==> config.mk <==
export PLATFORM = sky130hd
export DESIGN_NAME = pcm_decode_channel_remix_unit
export DESIGN_NICKNAME = d
export VERILOG_FILES = /design/src/rtl/pdcr_pkg.sv /design/src/rtl/pcm_decode_channel_remix_unit.sv
export SDC_FILE = /design/constraint.sdc
export NUM_CORES = 1
export LEC_CHECK = 0
export BUFFER_PORTS_ARGS = -buffer_cell sky130_fd_sc_hd__buf_2
export CAP_MARGIN = 10
export CORE_MARGIN = 10
export CORE_UTILIZATION = 50
export CTS_CLUSTER_SIZE = 30
export DETAILED_ROUTE_END_ITERATION = 16
export HOLD_SLACK_MARGIN = 0.15
export PLACE_DENSITY = 0.73
export REMOVE_ABC_BUFFERS = 1
export SYNTH_ARGS = -nofsm -noshare
export SYNTH_HDL_FRONTEND = slang
export SYNTH_SLANG_ARGS = --single-unit
==> constraint.sdc <==
create_clock -name clk_i -period 9.33 [get_ports clk_i]
set_input_delay 1.3995 -clock clk_i [delete_from_list [all_inputs] [get_ports clk_i]]
set_output_delay 1.3995 -clock clk_i [all_outputs]
set_load 0.01 [all_outputs]
==> src/rtl/pdcr_pkg.sv <==
`timescale 1ns / 1ps

package pdcr_pkg;

  localparam int unsigned OffW = 20;
  localparam int unsigned MaxRes = 8;
  localparam int unsigned CntW = 4;
  localparam int unsigned AddrW = 4;

  typedef struct packed {
    logic [31:0]     raw_sample;
    logic [2:0]      source_channel;
    logic [OffW-1:0] frame_offset;
  } in_item_t;

  typedef struct packed {
    logic [2:0]        dest_channel;
    logic signed [31:0] sample_value;
    logic              accumulate;
    logic [OffW-1:0]   dest_offset;
    logic              last;
  } out_item_t;

  typedef enum logic [1:0] {
    REG_SAMPLE_WIDTH = 2'd0,
    REG_LAYOUT_MODE  = 2'd1,
    REG_WRITE_MODE   = 2'd2
  } reg_idx_e;

  typedef enum logic [1:0] {
    SW_8U  = 2'd0,
    SW_16  = 2'd1,
    SW_24  = 2'd2,
    SW_32  = 2'd3
  } sample_width_e;

  typedef enum logic [3:0] {
    LM_PASS       = 4'd0,
    LM_MONO       = 4'd1,
    LM_M_STEREO   = 4'd2,
    LM_M_QUAD     = 4'd3,
    LM_S_QUAD     = 4'd4,
    LM_M_51       = 4'd5,
    LM_S_51       = 4'd6,
    LM_M_71       = 4'd7,
    LM_S_71       = 4'd8,
    LM_Q_71       = 4'd9,
    LM_51_71      = 4'd10,
    LM_51_STEREO  = 4'd11,
    LM_71_STEREO  = 4'd12,
    LM_Q_STEREO   = 4'd13
  } layout_e;

  typedef enum logic [2:0] {
    G_UNITY  = 3'd0,
    G_CENTRE = 3'd1,
    G_SURR   = 3'd2,
    G_QFRONT = 3'd3,
    G_QBACK  = 3'd4
  } gain_e;

  typedef struct packed {
    logic [CntW-1:0]         count;
    logic [MaxRes-1:0][2:0]  ch;
    logic [MaxRes-1:0]       mute;
    gain_e                   gain;
  } route_t;

  function automatic logic [15:0] gain_value(gain_e g);
    logic [15:0] r;
    case (g)
      G_UNITY:  r = 16'd32768;
      G_CENTRE: r = 16'd22938;
      G_SURR:   r = 16'd7864;
      G_QFRONT: r = 16'd29491;
      G_QBACK:  r = 16'd3277;
      default:  r = 16'd32768;
    endcase
    return r;
  endfunction

  function automatic logic signed [31:0] normalize(logic [1:0] sw, logic [31:0] raw);
    logic [31:0] u;
    case (sample_width_e'(sw))
      SW_8U:   u = {~raw[7], raw[6:0], 24'd0};
      SW_16:   u = {raw[15:0], 16'd0};
      SW_24:   u = {raw[23:0], 8'd0};
      SW_32:   u = raw;
      default: u = raw;
    endcase
    return signed'(u);
  endfunction

  function automatic route_t route(logic [3:0] lm, logic [2:0] c);
    route_t r;
    r.count = '0;
    r.ch = '0;
    r.mute = '0;
    r.gain = G_UNITY;
    case (layout_e'(lm))
      LM_PASS: begin
        r.count = 4'd1; r.ch[0] = c;
      end
      LM_MONO: begin
        r.count = 4'd1; r.ch[0] = 3'd0;
      end
      LM_M_STEREO: begin
        r.count = 4'd2; r.ch[0] = 3'd0; r.ch[1] = 3'd1;
      end
      LM_M_QUAD: begin
        r.count = 4'd4;
        r.ch[0] = 3'd0; r.ch[1] = 3'd1; r.ch[2] = 3'd2; r.ch[3] = 3'd3;
      end
      LM_S_QUAD: begin
        if (c == 3'd0) begin
          r.count = 4'd2; r.ch[0] = 3'd0; r.ch[1] = 3'd2;
        end else if (c == 3'd1) begin
          r.count = 4'd2; r.ch[0] = 3'd1; r.ch[1] = 3'd3;
        end
      end
      LM_M_51: begin
        r.count = 4'd6;
        r.ch[0] = 3'd0; r.ch[1] = 3'd1; r.ch[2] = 3'd2;
        r.ch[3] = 3'd3; r.ch[4] = 3'd4; r.ch[5] = 3'd5;
      end
      LM_S_51: begin
        if (c == 3'd0) begin
          r.count = 4'd4;
          r.ch[0] = 3'd0; r.ch[1] = 3'd4; r.ch[2] = 3'd2; r.ch[3] = 3'd3;
          r.mute = 8'b0000_1100;
        end else if (c == 3'd1) begin
          r.count = 4'd2; r.ch[0] = 3'd1; r.ch[1] = 3'd5;
        end
      end
      LM_M_71: begin
        r.count = 4'd8;
        r.ch[0] = 3'd2; r.ch[1] = 3'd0; r.ch[2] = 3'd1; r.ch[3] = 3'd3;
        r.ch[4] = 3'd4; r.ch[5] = 3'd5; r.ch[6] = 3'd6; r.ch[7] = 3'd7;
        r.mute = 8'b1111_1110;
      end
      LM_S_71: begin
        if (c == 3'd0) begin
          r.count = 4'd7;
          r.ch[0] = 3'd0; r.ch[1] = 3'd2; r.ch[2] = 3'd3; r.ch[3] = 3'd4;
          r.ch[4] = 3'd5; r.ch[5] = 3'd6; r.ch[6] = 3'd7;
          r.mute = 8'b0111_1110;
        end else if (c == 3'd1) begin
          r.count = 4'd1; r.ch[0] = 3'd1;
        end
      end
      LM_Q_71: begin
        if (c == 3'd0) begin
          r.count = 4'd5;
          r.ch[0] = 3'd0; r.ch[1] = 3'd2; r.ch[2] = 3'd3; r.ch[3] = 3'd6;
          r.ch[4] = 3'd7;
          r.mute = 8'b0001_1110;
        end else if (c == 3'd1) begin
          r.count = 4'd1; r.ch[0] = 3'd1;
        end else if (c == 3'd2) begin
          r.count = 4'd1; r.ch[0] = 3'd4;
        end else if (c == 3'd3) begin
          r.count = 4'd1; r.ch[0] = 3'd5;
        end
      end
      LM_51_71: begin
        if (c == 3'd0) begin
          r.count = 4'd3;
          r.ch[0] = 3'd0; r.ch[1] = 3'd6; r.ch[2] = 3'd7;
          r.mute = 8'b0000_0110;
        end else if (c <= 3'd5) begin
          r.count = 4'd1; r.ch[0] = c;
        end
      end
      LM_51_STEREO, LM_71_STEREO: begin
        if (c == 3'd0 || c == 3'd1) begin
          r.count = 4'd1; r.ch[0] = c;
        end else if (c == 3'd2) begin
          r.count = 4'd2; r.ch[0] = 3'd0; r.ch[1] = 3'd1; r.gain = G_CENTRE;
        end else if (c == 3'd4 || c == 3'd5) begin
          r.count = 4'd1; r.ch[0] = {2'd0, c[0]}; r.gain = G_SURR;
        end else if ((c == 3'd6 || c == 3'd7) && layout_e'(lm) == LM_71_STEREO) begin
          r.count = 4'd1; r.ch[0] = {2'd0, c[0]}; r.gain = G_SURR;
        end
      end
      LM_Q_STEREO: begin
        if (c == 3'd0 || c == 3'd1) begin
          r.count = 4'd1; r.ch[0] = c; r.gain = G_QFRONT;
        end else if (c == 3'd2 || c == 3'd3) begin
          r.count = 4'd1; r.ch[0] = {2'd0, c[0]}; r.gain = G_QBACK;
        end
      end
      default: begin
        r.count = '0;
      end
    endcase
    return r;
  endfunction

endpackage

==> src/rtl/pcm_decode_channel_remix_unit.sv <==
`timescale 1ns / 1ps

// channel  | direction | handshake                   | payload
// ---------+-----------+-----------------------------+-------------------------
// in       | input     | in_valid_i / in_stall_o     | in_data_i  (in_item_t)
// out      | output    | out_valid_o / out_stall_i   | out_data_o (out_item_t)
// config   | input     | apb psel/penable/pwrite     | paddr, pwdata, prdata
//
// an item is held in the input register, then decode, routing and the
// gain multiply load the write list; the list drains one write per cycle
// when not stalled; an item gives 1 to 8 writes (list length), unrouted none
// a new item is taken while the previous list is still draining
// reset: registers return to 16-bit, passthrough, overwrite; pipeline empty
// out_stall_i holds the current write and backs up into in_stall_o

module pcm_decode_channel_remix_unit #(
  parameter int unsigned OFFSET_BITS = 20
) (
  input  logic                         clk_i,
  input  logic                         rst_ni,
  input  logic                         in_valid_i,
  output logic                         in_stall_o,
  input  pdcr_pkg::in_item_t           in_data_i,
  output logic                         out_valid_o,
  input  logic                         out_stall_i,
  output pdcr_pkg::out_item_t          out_data_o,
  input  logic                         psel,
  input  logic                         penable,
  input  logic                         pwrite,
  input  logic [pdcr_pkg::AddrW-1:0]   paddr,
  input  logic [31:0]                  pwdata,
  output logic [31:0]                  prdata,
  output logic                         pready
);

  localparam logic [pdcr_pkg::OffW-1:0] OffMask =
    (OFFSET_BITS >= pdcr_pkg::OffW) ? {pdcr_pkg::OffW{1'b1}} :
    pdcr_pkg::OffW'((64'd1 << OFFSET_BITS) - 64'd1);

  logic [1:0] sample_width_q;
  logic [3:0] layout_mode_q;
  logic       write_mode_q;

  logic               in_vld_q;
  pdcr_pkg::in_item_t in_q;

  logic [pdcr_pkg::CntW-1:0]               rem_q, rem_d;
  logic [pdcr_pkg::MaxRes-1:0][2:0]        ch_q, ch_d;
  logic [pdcr_pkg::MaxRes-1:0]             mute_q, mute_d;
  logic signed [31:0]                      val_q, val_d;
  logic                                    acc_q, acc_d;
  logic [pdcr_pkg::OffW-1:0]               off_q, off_d;

  pdcr_pkg::reg_idx_e  reg_idx;
  logic                cfg_wr;
  pdcr_pkg::route_t    rt;
  logic signed [31:0]  norm;
  logic signed [16:0]  gain_s;
  logic signed [48:0]  prod;
  logic                out_take;
  logic                list_free;
  logic                move;

  // config port
  assign pready  = 1'b1;
  assign reg_idx = pdcr_pkg::reg_idx_e'(paddr[3:2]);
  assign cfg_wr  = psel & penable & pwrite;

  always_comb begin
    case (reg_idx)
      pdcr_pkg::REG_SAMPLE_WIDTH: prdata = {30'd0, sample_width_q};
      pdcr_pkg::REG_LAYOUT_MODE:  prdata = {28'd0, layout_mode_q};
      pdcr_pkg::REG_WRITE_MODE:   prdata = {31'd0, write_mode_q};
      default:                    prdata = '0;
    endcase
  end

  always_ff @(posedge clk_i or negedge rst_ni) begin
    if (!rst_ni) begin
      sample_width_q <= 2'd1;
      layout_mode_q  <= 4'd0;
      write_mode_q   <= 1'b0;
    end else if (cfg_wr) begin
      case (reg_idx)
        pdcr_pkg::REG_SAMPLE_WIDTH: sample_width_q <= pwdata[1:0];
        pdcr_pkg::REG_LAYOUT_MODE:  layout_mode_q  <= pwdata[3:0];
        pdcr_pkg::REG_WRITE_MODE:   write_mode_q   <= pwdata[0];
        default: ;
      endcase
    end
  end

  // handshake
  assign out_valid_o = (rem_q != '0);
  assign out_take    = out_valid_o & ~out_stall_i;
  assign list_free   = (rem_q == '0) | ((rem_q == pdcr_pkg::CntW'(1)) & ~out_stall_i);
  assign move        = in_vld_q & list_free;
  assign in_stall_o  = in_vld_q & ~list_free;

  always_ff @(posedge clk_i or negedge rst_ni) begin
    if (!rst_ni) begin
      in_vld_q <= 1'b0;
    end else if (~in_stall_o) begin
      in_vld_q <= in_valid_i;
    end
  end

  always_ff @(posedge clk_i) begin
    if (in_valid_i & ~in_stall_o) begin
      in_q <= in_data_i;
    end
  end

  // decode, route, gain
  assign norm   = pdcr_pkg::normalize(sample_width_q, in_q.raw_sample);
  assign rt     = pdcr_pkg::route(layout_mode_q, in_q.source_channel);
  assign gain_s = signed'({1'b0, pdcr_pkg::gain_value(rt.gain)});
  assign prod   = norm * gain_s;

  always_comb begin
    rem_d  = rem_q;
    ch_d   = ch_q;
    mute_d = mute_q;
    val_d  = val_q;
    acc_d  = acc_q;
    off_d  = off_q;
    if (move) begin
      rem_d  = rt.count;
      ch_d   = rt.ch;
      mute_d = rt.mute;
      val_d  = signed'(prod[46:15]);
      acc_d  = write_mode_q;
      off_d  = in_q.frame_offset & OffMask;
    end else if (out_take) begin
      rem_d = rem_q - pdcr_pkg::CntW'(1);
      for (int i = 0; i < pdcr_pkg::MaxRes - 1; i++) begin
        ch_d[i]   = ch_q[i+1];
        mute_d[i] = mute_q[i+1];
      end
      ch_d[pdcr_pkg::MaxRes-1]   = '0;
      mute_d[pdcr_pkg::MaxRes-1] = 1'b0;
    end
  end

  always_ff @(posedge clk_i or negedge rst_ni) begin
    if (!rst_ni) begin
      rem_q <= '0;
    end else begin
      rem_q <= rem_d;
    end
  end

  always_ff @(posedge clk_i) begin
    ch_q   <= ch_d;
    mute_q <= mute_d;
    val_q  <= val_d;
    acc_q  <= acc_d;
    off_q  <= off_d;
  end

  assign out_data_o.dest_channel = ch_q[0];
  assign out_data_o.sample_value = mute_q[0] ? 32'sd0 : val_q;
  assign out_data_o.accumulate   = acc_q;
  assign out_data_o.dest_offset  = off_q;
  assign out_data_o.last         = (rem_q == pdcr_pkg::CntW'(1));

endmodule
Word-level counts from Yosys, hierarchy flattened
Index checks and enable logic that the tools add are counted.
{"block": "totals", "romBits": 0, "mem_count": 0, "ff_bits": 152, "latch_bits": 0, "in_bits": 98, "output_inout_bits": 92, "elab_cells": 158, "ram_bits": 0}
{"block": "op_classes", "muxes": 72, "mul": 1, "reduce_logical": 21, "div_mod_pow": 0, "n_lt_le_gt_ge": 1, "bitwise": 12, "addsub": 1, "shifts": 0, "eq_ne": 30}
{"cell": "$pmux 32 s4", "count": 1}
{"cell": "$pmux 16 s4", "count": 1}
{"cell": "$mux 4", "count": 13}
{"cell": "$mux 24", "count": 2}
{"cell": "$pmux 4 s12", "count": 1}
{"cell": "$mul 32x17->47", "count": 1}
{"cell": "$pmux 8 s5", "count": 1}
{"cell": "$mux 3", "count": 12}
{"cell": "$mux 32", "count": 1}
{"cell": "$pmux 3 s9", "count": 1}
{"cell": "$eq 4x4->1 const B", "count": 6}
{"cell": "$pmux 3 s7", "count": 1}
{"cell": "$mux 5", "count": 4}
{"cell": "$mux 18", "count": 1}
{"cell": "$mux 6", "count": 3}
{"cell": "$pmux 3 s2", "count": 3}
{"cell": "$pmux 3 s6", "count": 1}
{"cell": "$eq 4x3->1 const B", "count": 4}
{"cell": "$mux 8", "count": 2}
{"cell": "$eq 3x3->1 const B", "count": 5}
{"cell": "$mux 1", "count": 14}
{"cell": "$eq 3x2->1 const B", "count": 4}
{"cell": "$mux 12", "count": 1}
{"cell": "$pmux 3 s4", "count": 1}
{"cell": "other kinds (24)", "count": 54}

Depth between registers and ports, before layout
{"block": "logic_depth", "word_depth": 11, "depth_mapped": 30, "ltp_nobuf": 29}

Worst setup path before layout
OpenSTA, ideal clock, no wires.
{"block": "synth_path", "path_kind": "register to register", "start": "register layout_mode_q[0]", "end": "register val_q[30] (data pin)", "t_arrival_ps": 6889, "stages_incl_launch_ff": 28, "period_less_slack_ps": 7146, "path_slack_ps": 2184, "cell_sequence": "dfrtp_1 -> clkbuf_1 -> nor2b_1 -> and3_1 -> nand2_1 -> nand2_1 -> clkbuf_1 -> clkbuf_1 -> nand2_1 -> fa_1 -> inv_1 -> fa_1 -> fa_1 -> fa_1 -> fa_1 -> inv_1 -> fa_1 -> inv_1 -> ha_1 -> a21o_1 -> a21o_1 -> a21oi_1 -> o21ai_0 -> nor3_2 -> a31oi_1 -> a211o_1 -> a21oi_1 -> xnor2_1"}
{"block": "synth_via", "elab_chain_cells": 10, "elab_cells_between_ends": 16}
{"item": "start: declaration", "line": "pcm_decode_channel_remix_unit.sv:41", "source": "logic [3:0] layout_mode_q;"}
{"item": "start signal: assignment", "line": "pcm_decode_channel_remix_unit.sv:86", "source": "pdcr_pkg::REG_LAYOUT_MODE: layout_mode_q <= pwdata[3:0];"}
{"item": "$eq 4x4->1", "line": "pdcr_pkg.sv:100, pdcr_pkg.sv:181"}
{"item": "$logic_and 1x1->1", "line": "pdcr_pkg.sv:181", "source": "end else if ((c == 3'd6 || c == 3'd7) && layout_e'(lm) == LM_71_STEREO) begin"}
{"item": "$mux 2", "line": "pdcr_pkg.sv:181"}
{"item": "$mux 2", "line": "pdcr_pkg.sv:179", "source": "end else if (c == 3'd4 || c == 3'd5) begin"}
{"item": "$mux 2", "line": "pdcr_pkg.sv:177", "source": "end else if (c == 3'd2) begin"}
{"item": "$mux 2", "line": "pdcr_pkg.sv:175", "source": "if (c == 3'd0 || c == 3'd1) begin"}
{"item": "$pmux 3 s2 *", "line": "pdcr_pkg.sv:100", "source": "case (layout_e'(lm))"}
{"item": "$eq 3x3->1, or another cell as far along", "line": "pdcr_pkg.sv:71", "source": "case (g)"}
{"item": "$pmux 16 s4 *", "line": "pdcr_pkg.sv:71"}
{"item": "$mul 32x17->47 *", "line": "pcm_decode_channel_remix_unit.sv:118", "source": "assign prod = norm * gain_s;"}
{"item": "net prod[45]", "line": "pcm_decode_channel_remix_unit.sv:59", "source": "logic signed [48:0] prod;"}
{"item": "end signal: assignment", "line": "pcm_decode_channel_remix_unit.sv:156", "source": "val_q <= val_d;"}
{"item": "end: declaration", "line": "pcm_decode_channel_remix_unit.sv:50", "source": "logic signed [31:0] val_q, val_d;"}
Mark *: on every way through the listed nets, which the timed path passes. The rest lies on a longest branch.
A chain may end at the register's enable or synchronous reset.

Worst setup path after layout
Same ends and word-level chain as after synthesis.

==> metrics.yaml <==
hold_buffers: 0
period_share: 0.9202
synth_common_cells: "606 x inv_1, 444 x fa_1, 193 x nand2_1"
drv_cap: 0
yosys.area_share.simple: 0.1034
p_int_uw: 2517
syn_avg_cell_area_um2: 9.843
synth_most_common_cell: "inv_1"
synth_top_family_by_area: "adder cells"
antenna_found_initial: 3
r2r_setup_slack_ps: 740
cts.sink_count: 149
p_sw_uw: 2125
start_util: 0.5097
drc: 0
finClkSkew_ps: 13.65
fin_hold_ws_ps: 416.1
cts_tree: "yes"
via_per_inst: 5.229
coreArea_mm2: 0.04451
power_frac_comb: 0.613
crit_end: "val_q[30]$_DFFE_PP_"
grt_max_degree: 71
die-area_mm2: 0.05430
multi_input_area_mm2: 0.01562
async_flop_share: 0.08054
row_count: 77
routedWlPerCell_um: 20.94
relSlewSlack: 0.3415
vias: 15940
path_class: "reg -> reg"
fmax_mhz: 116.5
power_uw: 4642
insertion_delay_ps: 490
drv_slew: 0
r2r_start: "layout_mode_q[0]$_DFFE_PN0P_"
first_iter_violations: 1151
yosysTopAreaCell: "fa_1"
synth_area_mm2: 0.02269
reg2regPathDepth: 27
worst_pin_slew_ps: 987.7
worstPathRequired_ps: 9570
port_buffers: 130
crit_path_start_kind: "flip-flop"
ys_top_cells_by_area: "fa_1 39%, edfxtp_1 18%, inv_1 10%, ha_1 7.7%, nand2_1 3.2%"
pwr-share-seq: 0.239
yosys_warnings: 0
ys_seq_area_frac: 0.1946
postCtsResizedCells: 0
crit_start: "layout_mode_q[0]$_DFFE_PN0P_"
grt_pass1_vias: 17460
rsz0062_at_grt: "false"
end_kind: "flip-flop"
synth_edf_count: 137
synth_cells: 2305
fin_tns_setup_ps: 0
ant_nets: 0
outcome: "completed"
htreeDepth: 4
nNetsFinal: 3124
synth_compound_gate_area_share: 0.06750
peakVddDrop_v: 0.0002526
synth_fa_ha_area_frac: 0.4690
synth_top_area_frac: 0.3918
fp.dieH_um: 233.0
final_layout_size_suffix_gt1_frac: 0.1051
r2r_end: "val_q[30]$_DFFE_PP_"
total_leakage_power_uw: 0.01291
gp_congestion: 0.9749
drt_pass1_iterations: 6
grt_usage: 0.2471
final-setup-viol-count: 0
grt_overflow: 0
muxShareOfSynthArea: 0.01577
synth_cell_type_count: 66
hpwl_um: 54470
clkPwrFrac: 0.148
fill_cells: 4061
die_x_um: 233.0
synthToLayoutAreaGrowth_pct: 8.647
numCtsBuffers: 17
cts_buffer_depth: 2
p_sw_frac: 0.4579
layout_min_cycle_time_ps: 8585
post_cts_buffers: 0
cts.reportedPaths.clkPinSlew_ps: 70
postLayoutCoreUtil: 0.5538
wl_um: 63840
ys.flop_type: "edfxtp_1"
hold_violations: 0
min_from: "in_q[16]$_DFFE_PP_"
hp-class: "reg -> reg"
root_buffer: "clkbuf_16"
power_density_mw_per_mm2: 188.3
arrival_ps: 8820
yosys.area_share.xor_xnor: 0.02741
synth-seq-cells: 149
grt_pass1_wl_um: 100400
crit_fanout: 16
ios: 190
regArea_mm2: 0.004415
power by group through the flow:
stage          Sequential (µW)  Combinational (µW)  Clock [µW]
2_1_floorplan             1130                1990           0
3_3_place_gp              1110                2780           0
3_5_place_dp              1120                2850           0
4_1_cts                   1110                2880         701
5_1_grt                   1120                3220         723
6_report                  1110                2850         686
layout by cell type (no fill, tap or decap), types with 39 or more instances in the layout:
| master | netlist | final |
|---|---|---|
| a21oi_1 | 86 | 86 |
| buf_2 | 7 | 130 |
| buf_4 | 33 | 51 |
| edfxtp_1 | 137 | 137 |
| fa_1 | 444 | 444 |
| ha_1 | 140 | 140 |
| inv_1 | 606 | 606 |
| nand2_1 | 193 | 193 |
| nor2_1 | 189 | 189 |
| nor2b_1 | 41 | 41 |
| o21ai_0 | 50 | 50 |
| xor2_1 | 39 | 39 |
critical path, stage by stage, from the launching register on:
cell      delay, ps
dfrtp_1         510
nor2b_1         250
and3_1          220
nand2_1         130
nand2_1         100
nor2_2          670
buf_4           360
nor2_1          120
xor2_1          190
ha_1            310
inv_1            60
fa_1            560
fa_1            450
fa_1            540
inv_1            50
fa_1            500
fa_1            440
ha_1            310
and3_1          230
and3_1          180
a22oi_2         370
a311oi_1        290
nor3_2          540
a31oi_1         170
buf_4           190
a211o_1         300
a21oi_1         190
xnor2_1          80
cell families (layout without fill, tap and decap cells):
family	after synthesis	in the layout
AO/OA/AOI/OAI	244	244
XOR/XNOR	71	71
adder cells (fa/ha/maj)	584	584
buffers and inverters	700	822
flip-flops	149	149
multiplexers	33	33
other	2	32
AND/OR/NAND/NOR	522	522
state kept, by name, summed over array words and instances, names as in the netlist:
name            cells
ch_q               18
write_mode_q        1
in_vld_q            1
acc_q               1
layout_mode_q       4
sample_width_q      2
mute_q              8
in_q               55
val_q              32
rem_q               4
out_data_o          3
off_q              20
worst min path at each step:
stage | endpoint | slack [ps] | cells after the start
detailed placement | off_q[18]$_DFFE_PP_ | 400 | 0
CTS | off_q[16]$_DFFE_PP_ | 420 | 0
finish | off_q[16]$_DFFE_PP_ | 420 | 0
floorplan | off_q[0]$_DFFE_PP_ | 400 | 0
global route | off_q[11]$_DFFE_PP_ | 420 | 0
global placement | off_q[11]$_DFFE_PP_ | 400 | 0
per-stage QoR:
stage / cell area (µm²) / setup slack, ps / cells
after global routing: 24650 / 335.7 / 3049
after floorplan: 22310 / 353.1 / 2242
final: 24650 / 744.6 / 3049
after CTS: 24640 / 726.3 / 3047
after global placement: 24090 / 857.2 / 3015
after detailed placement: 24090 / 762.1 / 3015
area by class of cell:
type	count	area share
flip-flops and latches	149	0.1791
repair buffers	181	0.04193
clock buffers	18	0.01741
clock inverters	14	0.005025
diodes	2	0.0002030
well taps	592	0.03005
multi-input cells	1484	0.6335
inverters	609	0.09274
per-layer routing:
metal / routed length, µm / global-route usage / up-vias
li1: - / - / 7215
met1: 25880 / 0.3139 / 8081
met2: 32160 / 0.4229 / 560
met3: 4165 / 0.04332 / 87
met4: 1637 / 0.07770 / 0
met5: 0 / 0 / -
No activity file was read; power rests on OpenSTA's default activity.
